<file path="src/design/osc_pkg.sv">
package osc_pkg;

  localparam int COORD_BITS = 24;
  localparam int ANGLE_BITS = 16;

  localparam int H_BITS     = COORD_BITS - 1;
  localparam int D_BITS     = COORD_BITS + 1;
  localparam int T_BITS     = 17;
  localparam int Q_BITS     = 15;
  localparam int TRIG_BITS  = 16;
  localparam int DOT_BITS   = 2 * TRIG_BITS + 1;
  localparam int ADOT_BITS  = DOT_BITS - 1;
  localparam int PROJ_BITS  = D_BITS + TRIG_BITS + 1;
  localparam int APROJ_BITS = PROJ_BITS - 1;
  localparam int PROD_BITS  = ADOT_BITS + H_BITS;
  localparam int SUM_BITS   = PROD_BITS + 2;
  localparam int SINE_DEPTH = 4;

  localparam logic [1:0] QUAD_0 = 2'd0;
  localparam logic [1:0] QUAD_1 = 2'd1;
  localparam logic [1:0] QUAD_2 = 2'd2;

  typedef struct packed {
    logic signed [TRIG_BITS-1:0] c;
    logic signed [TRIG_BITS-1:0] s;
  } trig_t;

  function automatic trig_t quad_map(input logic [1:0] quad,
                                     input logic [Q_BITS-1:0] st,
                                     input logic [Q_BITS-1:0] sc);
    trig_t                       r;
    logic signed [TRIG_BITS-1:0] pt;
    logic signed [TRIG_BITS-1:0] pc;
    pt = $signed(TRIG_BITS'(st));
    pc = $signed(TRIG_BITS'(sc));
    case (quad)
      QUAD_0: begin
        r.s = pt;
        r.c = pc;
      end
      QUAD_1: begin
        r.s = pc;
        r.c = -pt;
      end
      QUAD_2: begin
        r.s = -pt;
        r.c = -pc;
      end
      default: begin
        r.s = -pc;
        r.c = pt;
      end
    endcase
    return r;
  endfunction

endpackage

</file>
<file path="src/design/osc_sine.sv">
module osc_sine (
  input  logic                   clk_i,
  input  logic                   en_i,
  input  logic [osc_pkg::T_BITS-1:0] t_i,
  output logic [osc_pkg::Q_BITS-1:0] q_o
);
  import osc_pkg::*;

  logic [T_BITS-1:0] t1_q, t2_q, t3_q;
  logic [T_BITS-1:0] sq1_q, sq2_q;
  logic [15:0]       i2_q;
  logic [T_BITS-1:0] m3_q;
  logic [T_BITS-1:0] sq1_d, m3_d;
  logic [15:0]       i2_d;
  logic [T_BITS:0]   s4;
  logic [T_BITS:0]   r4;
  logic [Q_BITS-1:0] q_d, q_q;

  always_comb begin
    sq1_d = T_BITS'((34'(t_i) * 34'(t_i)) >> 16);
    i2_d  = 16'(32'd42047 - ((32'(sq1_q) * 32'd4639) >> 16));
    m3_d  = T_BITS'(36'd102944 - ((36'(sq2_q) * 36'(i2_q)) >> 16));
    s4    = (T_BITS + 1)'((36'(t3_q) * 36'(m3_q)) >> 16);
    r4    = (s4 + (T_BITS + 1)'(2)) >> 2;
    q_d   = (r4 > (T_BITS + 1)'(16384)) ? Q_BITS'(16384) : Q_BITS'(r4);
  end

  always_ff @(posedge clk_i) begin
    if (en_i) begin
      t1_q  <= t_i;
      sq1_q <= sq1_d;
      t2_q  <= t1_q;
      sq2_q <= sq1_q;
      i2_q  <= i2_d;
      t3_q  <= t2_q;
      m3_q  <= m3_d;
      q_q   <= q_d;
    end
  end

  assign q_o = q_q;
endmodule

</file>
<file path="config.mk">
export PLATFORM = sky130hd
export DESIGN_NAME = osc_sine
export DESIGN_NICKNAME = d
export VERILOG_FILES = /design/src/design/osc_pkg.sv /design/src/design/osc_sine.sv
export SDC_FILE = /design/constraint.sdc
export NUM_CORES = 2
export LEC_CHECK = 0
export BUFFER_PORTS_ARGS = -buffer_cell sky130_fd_sc_hd__buf_2
export CAP_MARGIN = 20
export CORE_UTILIZATION = 45
export CTS_CLUSTER_SIZE = 30
export DETAILED_ROUTE_END_ITERATION = 16
export PLACE_DENSITY = 0.71
export REMOVE_ABC_BUFFERS = 1
export SETUP_SLACK_MARGIN = 0.02
export SYNTH_ARGS = -nofsm -noshare
export SYNTH_HDL_FRONTEND = slang
export SYNTH_SLANG_ARGS = --single-unit
export TNS_END_PERCENT = 100
</file>
<file path="constraint.sdc">
create_clock -name clk_i -period 15.93 [get_ports clk_i]
set_input_delay 2.3895 -clock clk_i [delete_from_list [all_inputs] [get_ports clk_i]]
set_output_delay 2.3895 -clock clk_i [all_outputs]
set_load 0.05 [all_outputs]
</file>
# After elaboration in Yosys (flattened, before gate mapping)
# Index checks and enable logic that the tools add are counted.
# word_totals
regBits,133
input_bits,19
out_inout_bits,15
wordCells,16
# op_classes
addsub,3
mul,4
magnitude_cmp,1
# ops
cell,count
17-bit by 17-bit multiplier with 34-bit output,1
17-bit by 16-bit multiplier with 33-bit output,1
17-bit by 17-bit multiplier with 33-bit output,1
"17-bit by 13-bit multiplier with 30-bit output, second input constant",1
"18-bit by 2-bit adder with 18-bit output, second input constant",1
"17-bit subtractor, first input constant",1
"16-bit by 15-bit greater-than comparator with 1-bit output, second input constant",1
"16-bit by 14-bit subtractor with 16-bit output, first input constant",1

# Depth between registers and ports, before layout
# logic_depth
depth_word,3
depth_mapped,32
ltp_nobuf,30

# Worst setup path before layout
# OpenSTA, ideal clock, no wires.
# synth_path
kind,in2reg
startpoint,input port t_i[14] (netlist bit)
endpoint,"register sq1_q[16], data pin"
setup_time_ns,0.260
arrival_time_ns,8.366
setup_slack_ns,7.304
stages,25
path_buffers,2
path_cell_list,clkbuf_1 clkbuf_1 nand2_1 fa_1 inv_1 fa_1 inv_1 fa_1 fa_1 fa_1 inv_1 fa_1 ha_1 a21o_1 a21o_1 a211oi_1 a311oi_1 o2111ai_1 a31oi_1 a41o_1 nor4_1 nor3_1 a21o_1 a21oi_1 xnor2_1
# synth_via
elab_chain_len,1
# synth_rtl
element,line,source
"start, declared",osc_sine.sv:4,"input logic [osc_pkg::T_BITS-1:0] t_i,"
17-bit by 17-bit multiplier with 33-bit output,osc_sine.sv:20,sq1_d = T_BITS'((34'(t_i) * 34'(t_i)) >> 16);
named net sq1_d[16],osc_sine.sv:13,"logic [T_BITS-1:0] sq1_d, m3_d;"
"end signal, assigned",osc_sine.sv:31,sq1_q <= sq1_d;
"end, declared",osc_sine.sv:10,"logic [T_BITS-1:0] sq1_q, sq2_q;"
# The timed path passes the listed nets, and every way through them passes these cells.
# A chain may end at the register's enable or synchronous reset.

# Worst setup path after layout
# layout_path
startpoint,register t3_q[6]
endpoint,"register q_q[2] (netlist: q_o[2]), data pin"
# layout_via
elab_chain_len,3
# layout_rtl
element,line,source
"start, declared",osc_sine.sv:9,"logic [T_BITS-1:0] t1_q, t2_q, t3_q;"
"start signal, assigned",osc_sine.sv:35,t3_q <= t2_q;
17-bit by 17-bit multiplier with 34-bit output (*),osc_sine.sv:23,s4 = (T_BITS + 1)'((36'(t3_q) * 36'(m3_q)) >> 16);
18-bit by 2-bit adder with 18-bit output (*),osc_sine.sv:24,r4 = (s4 + (T_BITS + 1)'(2)) >> 2;
16-bit by 15-bit greater-than comparator with 1-bit output,osc_sine.sv:25,q_d = (r4 > (T_BITS + 1)'(16384)) ? Q_BITS'(16384) : Q_BITS'(r4);
"end signal, assigned",osc_sine.sv:37,q_q <= q_d;
"end, declared",osc_sine.sv:17,"logic [Q_BITS-1:0] q_d, q_q;"
# Every way passes the cells marked *; elsewhere a longest branch is shown, timed or not.

==> qor.yml <==
outcome:
  status: "completed"
floorplan:
  row_count: 100
  start_util_pct: 45.60
  core_um2: 74570
  die_area_um2: 76670
  io_pins: 34
  die_height_um: 276.9
  die_width_um: 276.9
timing:
  worstMarginPinSlew_ns: 0.9025
  fin_crit_ns: 8.744
  finalMaxSlewViolations: 0
  relSlewSlack_pct: 39.83
  rsz0062_at_grt: "false"
  finalCritPeriodShare_pct: 54.89
  final_hold_viol_count: 0
  setup_tns_ns: 0
  timing.fmax_mhz: 114.4
  finClkSkew_ns: 0.007833
  setup_viol: 0
critical_path:
  worst_ep_required_time_ns: 16.10
  cp.buffers_inverters: 6
  path_class: "reg -> reg"
  worst_ep_arrival_time_ns: 8.91
  slowest_delay_ns: 0.89
  end_kind: "flip-flop"
  cpMaxStageDelayCell: "edfxtp_1"
  r2r_setup_slack_ns: 7.19
  cp_max_fo: 17
  crit_path_start_kind: "flip-flop"
  critical_path.top_delay_family: "adder cells"
clocking:
  worstSkewPairLatency_ns: 0.44
  cts.sinks: 133
  clock_path_buffers: 2
  holdBufCountCts: 0
  cts.clk_slew.worst_paths_ns: 0.07
  cts_resized: 0
  root_buffer: "clkbuf_16"
  h-tree-depth: 4
  cts_tree: "yes"
  postCtsSetupBuffers: 0
  cts_buffers: 17
route:
  drt-initial-drc-count: 1565
  ant_nets: 0
  first_pass_iters: 5
  via_count: 23170
  drc: 0
  post_drt_wl_per_cell_um: 16.64
  routed_wl_um: 74550
  viasPerCell: 5.173
placed_design:
  hpwl_um: 60230
  routabilityCongestion: 0.8679
  portBuffers: 33
min_path:
  hold_path.class: "reg -> reg"
grt:
  grt_max_degree: 72
  grt_pass1_vias: 24930
  antenna_found_initial: 1
  overflow: 0
  grt_pass1_wl_um: 126600
  track_usage_pct: 20.56
job:
  max-cap-violations: 0
logic_synthesis:
  synth_commonest_cells: "inv_1, fa_1, nand2_1, ha_1, and2_1"
  synth-edff-count: 133
  synth_most_common_cell: "inv_1"
  yosys_most_used_dff: "edfxtp_1"
  yosys.cell_types.count: 88
  synth_seq_cells: 133
  synth_top_area_share_pct: 40.27
  synth_area_leaders: "fa_1, ha_1, edfxtp_1, inv_1, nand2_1"
  async_flop_share_pct: 0
  syn_area_per_cell_um2: 9.584
  syn_inst: 3548
  netlist_area_um2: 34010
  synth_area_leader_cell: "fa_1"
  synth-seq-area-share_pct: 11.74
  yosys_warnings: 0
final_layout:
  fill_cells: 6896
  regArea_um2: 3994
  multiInputGateArea_um2: 26290
  finalNetCount: 4609
  area_growth_pct: 4.769
  drive_gt1_share_pct: 3.134
  antenna_cells_inserted: 0
path summary, 6_finish.rpt:
| check | startpoint | endpoint | depth (start not counted) |
|---|---|---|---|
| setup / recovery | t3_q[6] | q_o[2] | 28 |
| hold / removal | t2_q[6] | t3_q[6] | 0 |
| hold reg to reg | t2_q[6] | t3_q[6] | 0 |
| setup reg to reg | t3_q[6] | q_o[2] | 28 |
worst register-to-register path: cells and delay by family, from the launching register on:
kind	cells	cell delay (ns)
and+or+nand+nor	7	1.71
buffers and inverters	6	0.37
adders and majority gates	8	3.67
xor gates and xnor gates	2	0.46
AOI/OAI and AO/OA	5	1.39
DFF	1	0.89
kinds of logic (layout without fill, tap and decap cells):
family	count (synthesis)	count (layout)	synth area share (%)
DFF	133	133	11.74
adders and majority gates	1093	1093	55.32
buffers and inverters	985	947	10.95
muxes	4	4	0.1288
AOI/OAI and AO/OA	272	272	5.589
and+or+nand+nor	970	970	13.87
xor gates and xnor gates	91	91	2.399
cell usage in the layout, fill, tap and decap left out, types with 12 or more instances in the layout:
master,n
inv_1,876
fa_1,684
nand2_1,470
ha_1,409
and2_1,281
edfxtp_1,133
nor2_1,79
a21oi_1,64
xnor2_1,55
o21ai_0,46
xor2_1,35
buf_2,32
a21o_1,31
nor3_1,22
nand3_1,21
o21a_1,18
clkbuf_16,17
nand4_1,16
o211ai_1,15
nor2b_1,12
metrics by stage:
stage | setup slack, ns | hold slack (ns) | utilization [%] | instances | area [um2]
global placement | 6.824 | 0.4018 | 46.93 | 4447 | 34990
detailed placement | 6.765 | 0.4045 | 46.93 | 4447 | 34990
CTS | 7.231 | 0.4183 | 47.78 | 4479 | 35630
floorplan | 7.691 | 0.4003 | - | 3440 | 33570
finish | 7.186 | 0.4192 | 47.78 | 4479 | 35630
global route | 6.537 | 0.4234 | 47.78 | 4479 | 35630
flip-flops by register name, summed over array words and instances (netlist names):
| register | flops |
|---|---|
| t3_q | 17 |
| q_o | 15 |
| t1_q | 17 |
| sq2_q | 17 |
| t2_q | 17 |
| i2_q | 16 |
| sq1_q | 17 |
| m3_q | 17 |
per-layer routing:
metal | global-route usage (%) | vias up | wire, um
met5 | 0 | - | 13
met4 | 4.786 | 2 | 1651
met3 | 3.012 | 97 | 4529
met2 | 34.61 | 630 | 36040
met1 | 27.99 | 11750 | 32310
li1 | - | 10690 | -
cell type report:
cell class                 instances  share of cell area [%]
clock buffer                      17                   1.194
tap                              969                   3.403
sequential                       133                   11.21
clock inverter                    15                  0.5830
inverter                         877                   9.240
timing repair buffer              38                  0.5865
multi-input combinational       2430                   73.78
Power is left out: the tool's default activity adds up to more than one toggle a clock period on the data nets, which glitch-free logic cannot reach.
